--- src/hdl/lbas_pkg.sv ---
// Package for the LED bar animation sequencer.
// Holds the pattern and register codes, the state and configuration types
// and the small helper functions. Depends on nothing.
package lbas_pkg;

  localparam int NumLeds = 8;

  typedef enum logic [2:0] {
    PAT_SWEEP     = 3'd0,
    PAT_FADE      = 3'd1,
    PAT_FILL      = 3'd2,
    PAT_DOMINATOR = 3'd3,
    PAT_TRAVEL    = 3'd4,
    PAT_ALL_OFF   = 3'd5,
    PAT_ALL_ON    = 3'd6
  } pattern_t;

  typedef enum logic [1:0] {
    REG_PATTERN_SELECT = 2'd0,
    REG_MODE_BITS      = 2'd1,
    REG_FULL_SCALE     = 2'd2,
    REG_ALPHA_LEVEL    = 2'd3
  } cfg_reg_t;

  localparam logic [7:0] ModeForeground = 8'h01;
  localparam logic [7:0] ModeFullOn     = 8'h10;

  typedef struct packed {
    logic [2:0] pattern_select;
    logic [7:0] mode_bits;
    logic [7:0] full_scale;
    logic [7:0] alpha_level;
  } cfg_t;

  typedef struct packed {
    logic [NumLeds-1:0][7:0] levels;
    logic [7:0]              tick_delay;
    logic [5:0]              frame_index;
    logic [6:0]              delay_limit;
    logic                    started;
  } state_t;

  function automatic logic [6:0] init_limit(input logic [2:0] pat);
    logic [6:0] lim;
    unique case (pat)
      PAT_FILL:   lim = 7'd60;
      PAT_TRAVEL: lim = 7'd127;
      PAT_SWEEP, PAT_FADE, PAT_DOMINATOR: lim = 7'd30;
      default:    lim = 7'd35;
    endcase
    return lim;
  endfunction

  function automatic logic [7:0] sweep_feed(input logic [2:0] idx, input logic [7:0] m,
                                            input logic [7:0] b);
    logic [7:0] v;
    unique case (idx)
      3'd0:    v = m;
      3'd1:    v = m >> 2;
      3'd2:    v = m >> 5;
      default: v = b;
    endcase
    return v;
  endfunction

endpackage

--- src/hdl/lbas_step.sv ---
// Next-state logic of the LED bar animation sequencer for one tick.
// Purely combinational; uses lbas_pkg for the state and configuration types.
module lbas_step (
  input  lbas_pkg::cfg_t   cfg,
  input  lbas_pkg::state_t cur,
  input  logic             restart,
  output lbas_pkg::state_t nxt
);

  lbas_pkg::state_t s;
  logic [7:0] m;
  logic [7:0] b;
  logic [7:0] td_inc;
  logic [5:0] fi_inc;
  logic [5:0] fi_half;
  logic [7:0] feed;
  logic [5:0] fi_trav;
  logic [5:0] fi_prev;
  logic       delay_hit;
  logic [7:0] h, q, e, sx, t, x;

  assign m = cfg.full_scale;
  assign b = ((cfg.mode_bits & lbas_pkg::ModeForeground) != 8'd0) ? cfg.alpha_level : 8'd0;
  assign h  = m >> 1;
  assign q  = m >> 2;
  assign e  = m >> 3;
  assign sx = m >> 4;
  assign t  = m >> 5;
  assign x  = m >> 6;

  always_comb begin
    s = cur;
    if (restart || !cur.started) begin
      s.levels      = '0;
      s.tick_delay  = '0;
      s.frame_index = '0;
      s.delay_limit = lbas_pkg::init_limit(cfg.pattern_select);
      s.started     = 1'b1;
    end

    delay_hit = (s.tick_delay == {1'b0, s.delay_limit});
    td_inc    = s.tick_delay + 8'd1;
    fi_inc    = s.frame_index + 6'd1;
    fi_half   = s.frame_index - 6'd12;
    feed      = b;
    fi_trav   = s.frame_index;
    fi_prev   = '0;
    nxt       = s;

    unique case (cfg.pattern_select)
      lbas_pkg::PAT_SWEEP: begin
        if (!delay_hit) begin
          nxt.tick_delay = td_inc;
        end else begin
          nxt.tick_delay = '0;
          if (s.frame_index < 6'd12) begin
            feed = (s.frame_index < 6'd8) ?
                   lbas_pkg::sweep_feed(s.frame_index[2:0], m, b) : b;
            for (int i = 7; i > 0; i--) begin
              nxt.levels[i] = s.levels[i-1];
            end
            nxt.levels[0]   = feed;
            nxt.frame_index = fi_inc;
          end else if (s.frame_index < 6'd32) begin
            feed = (s.frame_index < 6'd20) ? lbas_pkg::sweep_feed(fi_half[2:0], m, b) : b;
            for (int i = 0; i < 7; i++) begin
              nxt.levels[i] = s.levels[i+1];
            end
            nxt.levels[7]   = feed;
            nxt.frame_index = fi_inc;
          end else begin
            nxt.frame_index = '0;
          end
        end
      end
      lbas_pkg::PAT_FADE: begin
        if (!delay_hit) begin
          nxt.tick_delay = td_inc;
        end else begin
          nxt.tick_delay = '0;
          for (int i = 0; i < 8; i++) begin
            nxt.levels[i] = (s.frame_index == 6'd0) ? s.levels[i] + 8'd1 : s.levels[i] - 8'd1;
          end
          if (nxt.levels[0] == q) begin
            nxt.frame_index = 6'd1;
          end else if (nxt.levels[0] == 8'd0) begin
            nxt.frame_index = 6'd0;
          end
        end
      end
      lbas_pkg::PAT_FILL: begin
        if (s.frame_index < 6'd8) begin
          nxt.levels[s.frame_index[2:0]] = sx;
        end
        if (s.frame_index >= 6'd15) begin
          nxt.frame_index = '0;
          nxt.levels      = '0;
        end else if (delay_hit) begin
          nxt.frame_index = fi_inc;
          nxt.tick_delay  = '0;
        end else begin
          nxt.tick_delay = td_inc;
        end
      end
      lbas_pkg::PAT_DOMINATOR: begin
        if (!delay_hit) begin
          nxt.tick_delay = td_inc;
        end else begin
          nxt.levels = {x, x, sx, q, q, sx, x, x};
          unique case (s.frame_index)
            6'd0: begin
              nxt.levels[3] = h; nxt.levels[4] = h;
            end
            6'd1: begin
              nxt.levels[2] = h; nxt.levels[5] = h;
            end
            6'd2: begin
              nxt.levels[1] = h; nxt.levels[2] = e; nxt.levels[3] = sx;
              nxt.levels[4] = sx; nxt.levels[5] = e; nxt.levels[6] = h;
            end
            6'd3: begin
              nxt.levels = {h, e, t, e, e, t, e, h};
            end
            6'd4: begin
              nxt.levels[0] = e; nxt.levels[1] = t;
              nxt.levels[6] = t; nxt.levels[7] = e;
            end
            6'd5: begin
              nxt.levels[0] = t; nxt.levels[7] = t;
            end
            default: begin
            end
          endcase
          nxt.tick_delay  = '0;
          nxt.frame_index = (fi_inc > 6'd6) ? 6'd0 : fi_inc;
        end
      end
      lbas_pkg::PAT_TRAVEL: begin
        if (td_inc >= {1'b0, s.delay_limit}) begin
          nxt.tick_delay = '0;
          fi_trav        = fi_inc;
        end else begin
          nxt.tick_delay = td_inc;
        end
        fi_prev = fi_trav - 6'd1;
        if (fi_trav < 6'd8) begin
          nxt.levels[fi_trav[2:0]] = m;
        end
        if (fi_trav != 6'd0 && fi_trav <= 6'd8) begin
          nxt.levels[fi_prev[2:0]] = 8'd0;
        end
        nxt.frame_index = (fi_trav >= 6'd8) ? 6'd0 : fi_trav;
      end
      lbas_pkg::PAT_ALL_OFF: begin
        nxt.levels = {lbas_pkg::NumLeds{b}};
      end
      default: begin
        nxt.levels = {lbas_pkg::NumLeds{(cfg.mode_bits == lbas_pkg::ModeFullOn) ? m : h}};
      end
    endcase
  end

endmodule

--- src/hdl/led_bar_animation_sequencer.sv ---
// Top level of the LED bar animation sequencer: configuration registers,
// state registers and the item handshakes. Uses lbas_pkg and lbas_step.
//
// Each accepted item is one animation tick and yields exactly one result
// item carrying all eight LED levels. The whole update of a tick runs
// through lbas_step into the state registers, which also serve as the
// result register, so one tick can be accepted every cycle while the
// output side keeps taking results. A new tick is held off only while a
// result is waiting and the output is stalled. The first tick after reset,
// or any tick with restart set, starts a fresh frame of the selected pattern.
module led_bar_animation_sequencer (
  input  logic       clk,
  input  logic       rst,
  input  logic       cfg_we,
  input  logic [1:0] cfg_index,
  input  logic [7:0] cfg_data,
  input  logic       in_valid,
  output logic       in_stall,
  input  logic       restart,
  output logic       out_valid,
  input  logic       out_stall,
  output logic [7:0] level_0,
  output logic [7:0] level_1,
  output logic [7:0] level_2,
  output logic [7:0] level_3,
  output logic [7:0] level_4,
  output logic [7:0] level_5,
  output logic [7:0] level_6,
  output logic [7:0] level_7
);

  lbas_pkg::cfg_t   cfg;
  lbas_pkg::state_t state;
  lbas_pkg::state_t state_next;
  logic             in_take;

  assign in_stall = out_valid && out_stall;
  assign in_take  = in_valid && !in_stall;

  always_ff @(posedge clk) begin
    if (rst) begin
      cfg.pattern_select <= lbas_pkg::PAT_ALL_ON;
      cfg.mode_bits      <= 8'd0;
      cfg.full_scale     <= 8'd255;
      cfg.alpha_level    <= 8'd0;
    end else if (cfg_we) begin
      unique case (lbas_pkg::cfg_reg_t'(cfg_index))
        lbas_pkg::REG_PATTERN_SELECT: cfg.pattern_select <= cfg_data[2:0];
        lbas_pkg::REG_MODE_BITS:      cfg.mode_bits      <= cfg_data;
        lbas_pkg::REG_FULL_SCALE:     cfg.full_scale     <= cfg_data;
        lbas_pkg::REG_ALPHA_LEVEL:    cfg.alpha_level    <= cfg_data;
      endcase
    end
  end

  lbas_step u_step (
    .cfg     (cfg),
    .cur     (state),
    .restart (restart),
    .nxt     (state_next)
  );

  always_ff @(posedge clk) begin
    if (rst) begin
      state     <= '0;
      out_valid <= 1'b0;
    end else begin
      if (in_take) begin
        state <= state_next;
      end
      if (in_take) begin
        out_valid <= 1'b1;
      end else if (!out_stall) begin
        out_valid <= 1'b0;
      end
    end
  end

  assign level_0 = state.levels[0];
  assign level_1 = state.levels[1];
  assign level_2 = state.levels[2];
  assign level_3 = state.levels[3];
  assign level_4 = state.levels[4];
  assign level_5 = state.levels[5];
  assign level_6 = state.levels[6];
  assign level_7 = state.levels[7];

`ifndef SYNTHESIS
  a_result_follows: assert property (@(posedge clk) disable iff (rst)
    in_take |=> out_valid)
    else $error("accepted tick produced no result");

  a_levels_held: assert property (@(posedge clk) disable iff (rst)
    (out_valid && out_stall) |=> $stable(state.levels))
    else $error("levels changed while a result was waiting");

  a_restart_delay: assert property (@(posedge clk) disable iff (rst)
    (in_take && restart) |=> (state.started && state.tick_delay <= 8'd1))
    else $error("restart did not reinitialise the tick delay");
`endif

endmodule
--- config.mk ---
export PLATFORM = sky130hd
export DESIGN_NAME = led_bar_animation_sequencer
export DESIGN_NICKNAME = d
export VERILOG_FILES = /design/src/hdl/lbas_pkg.sv /design/src/hdl/lbas_step.sv /design/src/hdl/led_bar_animation_sequencer.sv
export SDC_FILE = /design/constraint.sdc
export NUM_CORES = 1
export LEC_CHECK = 0
export ABC_AREA = 0
export BUFFER_PORTS_ARGS = -buffer_cell sky130_fd_sc_hd__buf_4
export CAP_MARGIN = 20
export CORE_UTILIZATION = 35
export CTS_CLUSTER_SIZE = 24
export DETAILED_ROUTE_END_ITERATION = 6
export PLACE_DENSITY_LB_ADDON = 0.15
export SLEW_MARGIN = 20
export SYNTH_ARGS = -nofsm -noshare
export SYNTH_HDL_FRONTEND = slang
export SYNTH_SLANG_ARGS = --single-unit
--- constraint.sdc ---
create_clock -name clk -period 6.2 [get_ports clk]
set_input_delay 1.55 -clock clk [delete_from_list [all_inputs] [get_ports clk]]
set_output_delay 1.55 -clock clk [all_outputs]
set_load 0.02 [all_outputs]
# == Yosys cells after proc, flatten, opt, wreduce, memory -nomap -nowiden ==
# Cells that the tools add are included.
# op_classes
eq_ne,21
bitwise_logic,2
n_addsub,20
muxes,58
reduce_logical,22
n_lt_le_gt_ge,16
# op_table
op,count
64-bit 2-to-1 mux,10
64-bit case mux with 6 select lines,1
8-bit 2-to-1 mux,18
64-bit bitwise mux,2
86-bit 2-to-1 mux,1
7-bit case mux with 3 select lines,4
6-bit 2-to-1 mux,13
"8-bit by 1-bit adder with 8-bit output, second input constant",9
8-bit demux with 3-bit select,3
14-bit case mux with 5 select lines,1
64-bit bitwise AND,1
64-bit inverter,1
"8-bit by 1-bit subtractor with 8-bit output, second input constant",8
8-bit case mux with 3 select lines,2
15-bit case mux with 3 select lines,1
"6-bit by 4-bit less-than comparator with 1-bit output, second input constant",3
"3-bit by 2-bit equality test with 1-bit output, second input constant",4
"6-bit by 2-bit equality test with 1-bit output, second input constant",2
"6-bit by 3-bit equality test with 1-bit output, second input constant",2
"6-bit by 4-bit greater-or-equal comparator with 1-bit output, second input constant",2
"3-bit by 4-bit less-than comparator with 1-bit output, second input constant",3
2-bit AND reduction,5
"3-bit by 1-bit equality test with 1-bit output, second input constant",3
"3-bit by 1-bit greater-or-equal comparator with 1-bit output, second input constant",3
26 further kinds,37
# totals
register_bits,114
inputBits,16
output_inout_bits,66
word_cells,156

# == Longest topological paths before layout ==
# depth
word_depth,18
ltp_mapped,26
ltp_nobuf,17

# == Hierarchy ==
# From an unflattened synthesis, not the netlist that was laid out.
# hier_totals
hier_cells,2105
area_unflattened_um2,15199.6
# modules_own_cells
mod,seq_area_each_um2,cells_each,area_each_um2,instances
lbas_step,0.0,1554,9735.6,1
led_bar_animation_sequencer,2282.2,551,5464.0,1

# == Worst setup path after synthesis ==
# No wires, ideal clock.
# synth_path
kind,input to register
startpoint,in restart
endpoint,reg state[12] (netlist name)
slack_ns,-0.421
path_stages,18
required_ns,6.080
setup_ns,0.120
path_buffers,3
arrival_time_ns,6.501
path_cell_list,nor2b_1 buf_2 clkbuf_1 buf_2 nand2_1 ha_1 inv_1 a21oi_4 clkinv_1 ha_1 and4b_1 o31a_1 or3_1 a211oi_1 a31oi_1 o211ai_2 a21boi_1 o31a_1
# synth_via
elab_chain_cells,9
elab_cells_between_ends,31
cone_classes,add/sub (4); order compare (6); eq/ne (2); mux (16); reduce/logical (3)
# synth_lines
item,line_no,rtl
start: declaration,led_bar_animation_sequencer.sv:19,"input logic restart,"
1-bit logical OR (*),lbas_step.sv:33,if (restart || !cur.started) begin
86-bit 2-to-1 mux (*),lbas_step.sv:33,
"8-bit by 1-bit adder with 8-bit output, or another cell as far along",lbas_step.sv:42,td_inc = s.tick_delay + 8'd1;
8-bit by 7-bit greater-or-equal comparator with 1-bit output / 8-bit 2-to-1 mux (equally long branches),"lbas_step.sv:139, lbas_step.sv:82",
6-bit 2-to-1 mux / 8-bit logical NOT (equally long branches),"lbas_step.sv:139, lbas_step.sv:86",
"6-bit 2-to-1 mux, on equally long branches","lbas_step.sv:50, lbas_step.sv:86",
6-bit by 4-bit greater-or-equal comparator with 1-bit output / 6-bit 2-to-1 mux (equally long branches),"lbas_step.sv:152, lbas_step.sv:84",
"6-bit 2-to-1 mux, on equally long branches","lbas_step.sv:152, lbas_step.sv:77",
14-bit case mux with 5 select lines (*),lbas_step.sv:50,unique case (cfg.pattern_select)
end signal: assignment,led_bar_animation_sequencer.sv:69,state <= state_next;
end: declaration,led_bar_animation_sequencer.sv:33,lbas_pkg::state_t state;
# Every way passes the cells marked *; elsewhere a longest branch is shown, timed or not. The select of a mux whose other input is x is not followed.
# A chain may end at the register's enable or synchronous reset.

# == Final worst setup path ==
# layout_path
startpoint,in restart
endpoint,"reg state, in the netlist level_2[7]"
# layout_via
elab_chain_cells,16
elab_cells_between_ends,51
cone_classes,add/sub (5); order compare (13); eq/ne (1); mux (23); bitwise (2); reduce/logical (7)
# layout_lines
item,line_no
1-bit logical OR (*),lbas_step.sv:33
86-bit 2-to-1 mux (*),lbas_step.sv:33
branches (longest 13 deep; another with 8-bit by 1-bit adder with 8-bit output),n/a
64-bit case mux with 6 select lines (*),lbas_step.sv:50
# Mark *: on every way between the ends. The select of a mux whose other input is x is not followed.

==> metrics.md <==
| Metric | Value |
|---|---|
| Ports | 82 |
| Hold Crit Class | flip-flop to flip-flop |
| Final WL | 74200 um |
| Die Height | around 210 um |
| GRT Util Overall | 0.349 |
| Most frequent cells after synthesis | nand2_1, o21ai_0, nor2_1 |
| RSZ-0062 raised after global routing | no |
| Max Cap Viol | 0 |
| Vias/cell | 6.64 |
| GRT Residual Overflow | 0 |
| WS Path Type | input pin to flip-flop |
| Die ar. | 42200 um2 |
| Std cell rows | 74 |
| Fin. Hold Viols | 0 |
| Syn_area_per_cell | 7.03 um2 |
| Final worst path period need | 5.21 ns |
| Via count | 16900 |
| Setup crit start kind | input pin |
| Clk slew on worst S/H paths | around 0.070 ns |
| Area Overhead vs Synth | 9.59% |
| Top area cells in the synthesized netlist | dfxtp_1, o21ai_0, a21oi_1, mux2i_1, nand2_1 |
| Post-Syn Instances | 2059 |
| Crit path max-delay cell type | mux2i_4 |
| Most frequent cell after synthesis | nand2_1 |
| Crit-path max cell delay | 0.47 ns |
| Initial Utilization | 0.355 |
| Bufs on Longest Clock Path | 2 |
| Hold_buf cts | 0 |
| Maximum clock frequency | ~190 MHz |
| Main synth FF type | dfxtp_1 |
| Clock Tree Root | clkbuf_16 |
| Post-synthesis register bit count | 114 |
| Yosys top cell by area | dfxtp_1 |
| Cells after DPL | between 2000 and 3000 |
| Initial antenna violation count | 1 |
| VDD IR max | 0.167 mV |
| Syn_nets | 2145 |
| TritonCTS Buffers | 17 |
| Setup ws final | 0.987 ns |
| Clock insertion delay at the later pin of the skew report | around 0.46 ns |
| Hold WS | 0.478 ns |
| DR iter-0 viols | 2138 |
| Worst-margin pin slew | 1.17 ns |
| WL per Instance | just under 30 um |
| DR pass1 iterations | 6 |
| Critical path cell sequence | buf_4 -> nor2b_4 -> and2_1 -> ha_1 -> nand4_1 -> inv_1 -> nand3_1 -> xor2_1 -> nor2_1 -> ha_1 -> a21o_1 -> or3_4 -> nor2_2 -> buf_4 -> mux2i_4 -> and2_1 -> a211oi_1 -> a21oi_1 |
| Post-cts sizing count | 0 |
| Final cell count without fillers | 2550 |
| Slew headroom | 0.221 |
| Worst path required time | 6.59 ns |
| Core Area | 40800 um2 |
| Post-synth EDFFs | 0 |
| Area share of the largest cell type after synthesis | 0.158 |
| Routed Antenna Nets | 0 |
| # DRC | 0 |
| Pwr Density | 163 nW/um2 |
| Synthesized cell area | between 10000 and 15000 um2 |
| Lkg Pwr | 6.65 nW |
| Multi-input logic area | 11000 um2 |
| Final setup vio count | 0 |
| First-pass GRT wire length | 108000 um |
| Clk sinks | around 110 |
| CP arrival | 5.60 ns |
| CTS tree | yes |
| Layout cell share with drive strength beyond 1 | 0.149 |
| Fraction of registers with async set/reset | 0 |
| CP Capture Type | flip-flop |
| Die Wd | 205 um |
| Sequential area share after synthesis | 0.158 |
| Number of library cell types mapped by synthesis | 99 |
| PortBufs | 81 |
| Worst-path fanout max | 18 |
| Reg area | 2280 um2 |
| Routability cong. | 1.02 |
| Fill cell count | 4300 |
| Total power | 2.59 mW |
| Vias in the first global route | 16000 |
| # nets final | roughly 2100 |
| Warnings from Yosys | 0 |
| Final worst-path cycle share | 0.841 |
| Largest net degree at the start of global routing | 54 |
| Hpwl dp | 51600 um |
| Final Max Tran Viols | 0 |
| Setup_tns | 0 ns |
| Dpl ws | 0.593 ns |
| Post-CTS Setup Inserts | 0 |
| H-tree levels | 4 |
| Outcome | finished clean |
| Clock Skew | 0.00974 ns |
-- layout make-up --
type / instances / area share
Inverter: 51 / 0.0122
Clock buffer: 17 / 0.0268
Sequential cell: 114 / 0.144
Timing Repair Buffer: 155 / 0.0741
Antenna cell: 2 / 0.000315
Tap cell: 532 / 0.0419
Clock inverter: 15 / 0.0103
Multi-Input combinational cell: 1664 / 0.690
-- through the flow --
| step | area (um2) | util |
|---|---|---|
| 2_1_floorplan | 14500 | - |
| 3_3_place_gp | 15300 | 0.374 |
| 3_5_place_dp | 15300 | 0.374 |
| 4_1_cts | 15900 | 0.388 |
| 5_1_grt | 15900 | 0.388 |
| 6_report | 15900 | 0.389 |
-- sequential cells by signal (all words and copies together) (netlist names) --
| name | flops |
|---|---|
| level_1 | 8 |
| level_7 | 8 |
| cfg | 27 |
| level_3 | 8 |
| level_2 | 8 |
| out_valid | 1 |
| level_5 | 8 |
| state | 22 |
| level_6 | 8 |
| level_0 | 8 |
| level_4 | 8 |
-- per-layer routing --
layer | vias to the layer above | GRT usage | wire [um]
met4 | 4 | 0.191 | 4220
met3 | 270 | 0.107 | 8820
met5 | - | 0.0155 | 102
li1 | 7434 | - | -
met1 | 8117 | 0.458 | 30600
met2 | 1115 | 0.505 | 30500
-- worst max-delay path, delay by kind of cell --
kind	cells	cell delay (ns)
compound gates	3	0.54
xor+xnor	1	0.16
fa+ha+maj	2	0.52
buf+inv	3	0.56
simple gates	8	1.77
mux	1	0.47
-- layout by cell type (no fill, tap or decap), types with 49 or more instances in the layout --
master / n
buf_4: 154
mux2i_1: 88
o21ai_0: 190
nor2_1: 182
nand3_1: 62
nor3_1: 49
a21oi_1: 179
nand2_1: 222
ha_1: 62
dfxtp_1: 113
-- report_power, final --
part	leakage, nW	switching [mW]	internal (mW)
logic	5.43	0.437	0.225
registers	0.941	0.0908	0.784
clock network	0.285	0.478	0.572
total	6.65	1.01	1.58
-- path summary, 6_finish.rpt --
kind                                    to  cells after the start  startpoint  slack (ns)
worst min register to register     cfg[10]                      2     cfg[10]        0.48
worst max register to register  level_2[2]                     14     cfg[26]        1.05
worst max-delay path            level_2[7]                     18     restart        0.99
worst min-delay path               cfg[10]                      2     cfg[10]        0.48
-- cell families (layout without fill, tap and decap cells) --
| kind of cell | Yosys count | in the layout | synth area share |
|---|---|---|---|
| compound gates | 699 | 699 | 0.316 |
| xor+xnor | 57 | 57 | 0.0345 |
| fa+ha+maj | 70 | 70 | 0.0646 |
| buf+inv | 281 | 238 | 0.0916 |
| flops | 114 | 114 | 0.158 |
| mux | 139 | 139 | 0.101 |
| other cells | 0 | 2 | 0 |
| simple gates | 699 | 699 | 0.234 |
Power figures use the tool's default switching activity.
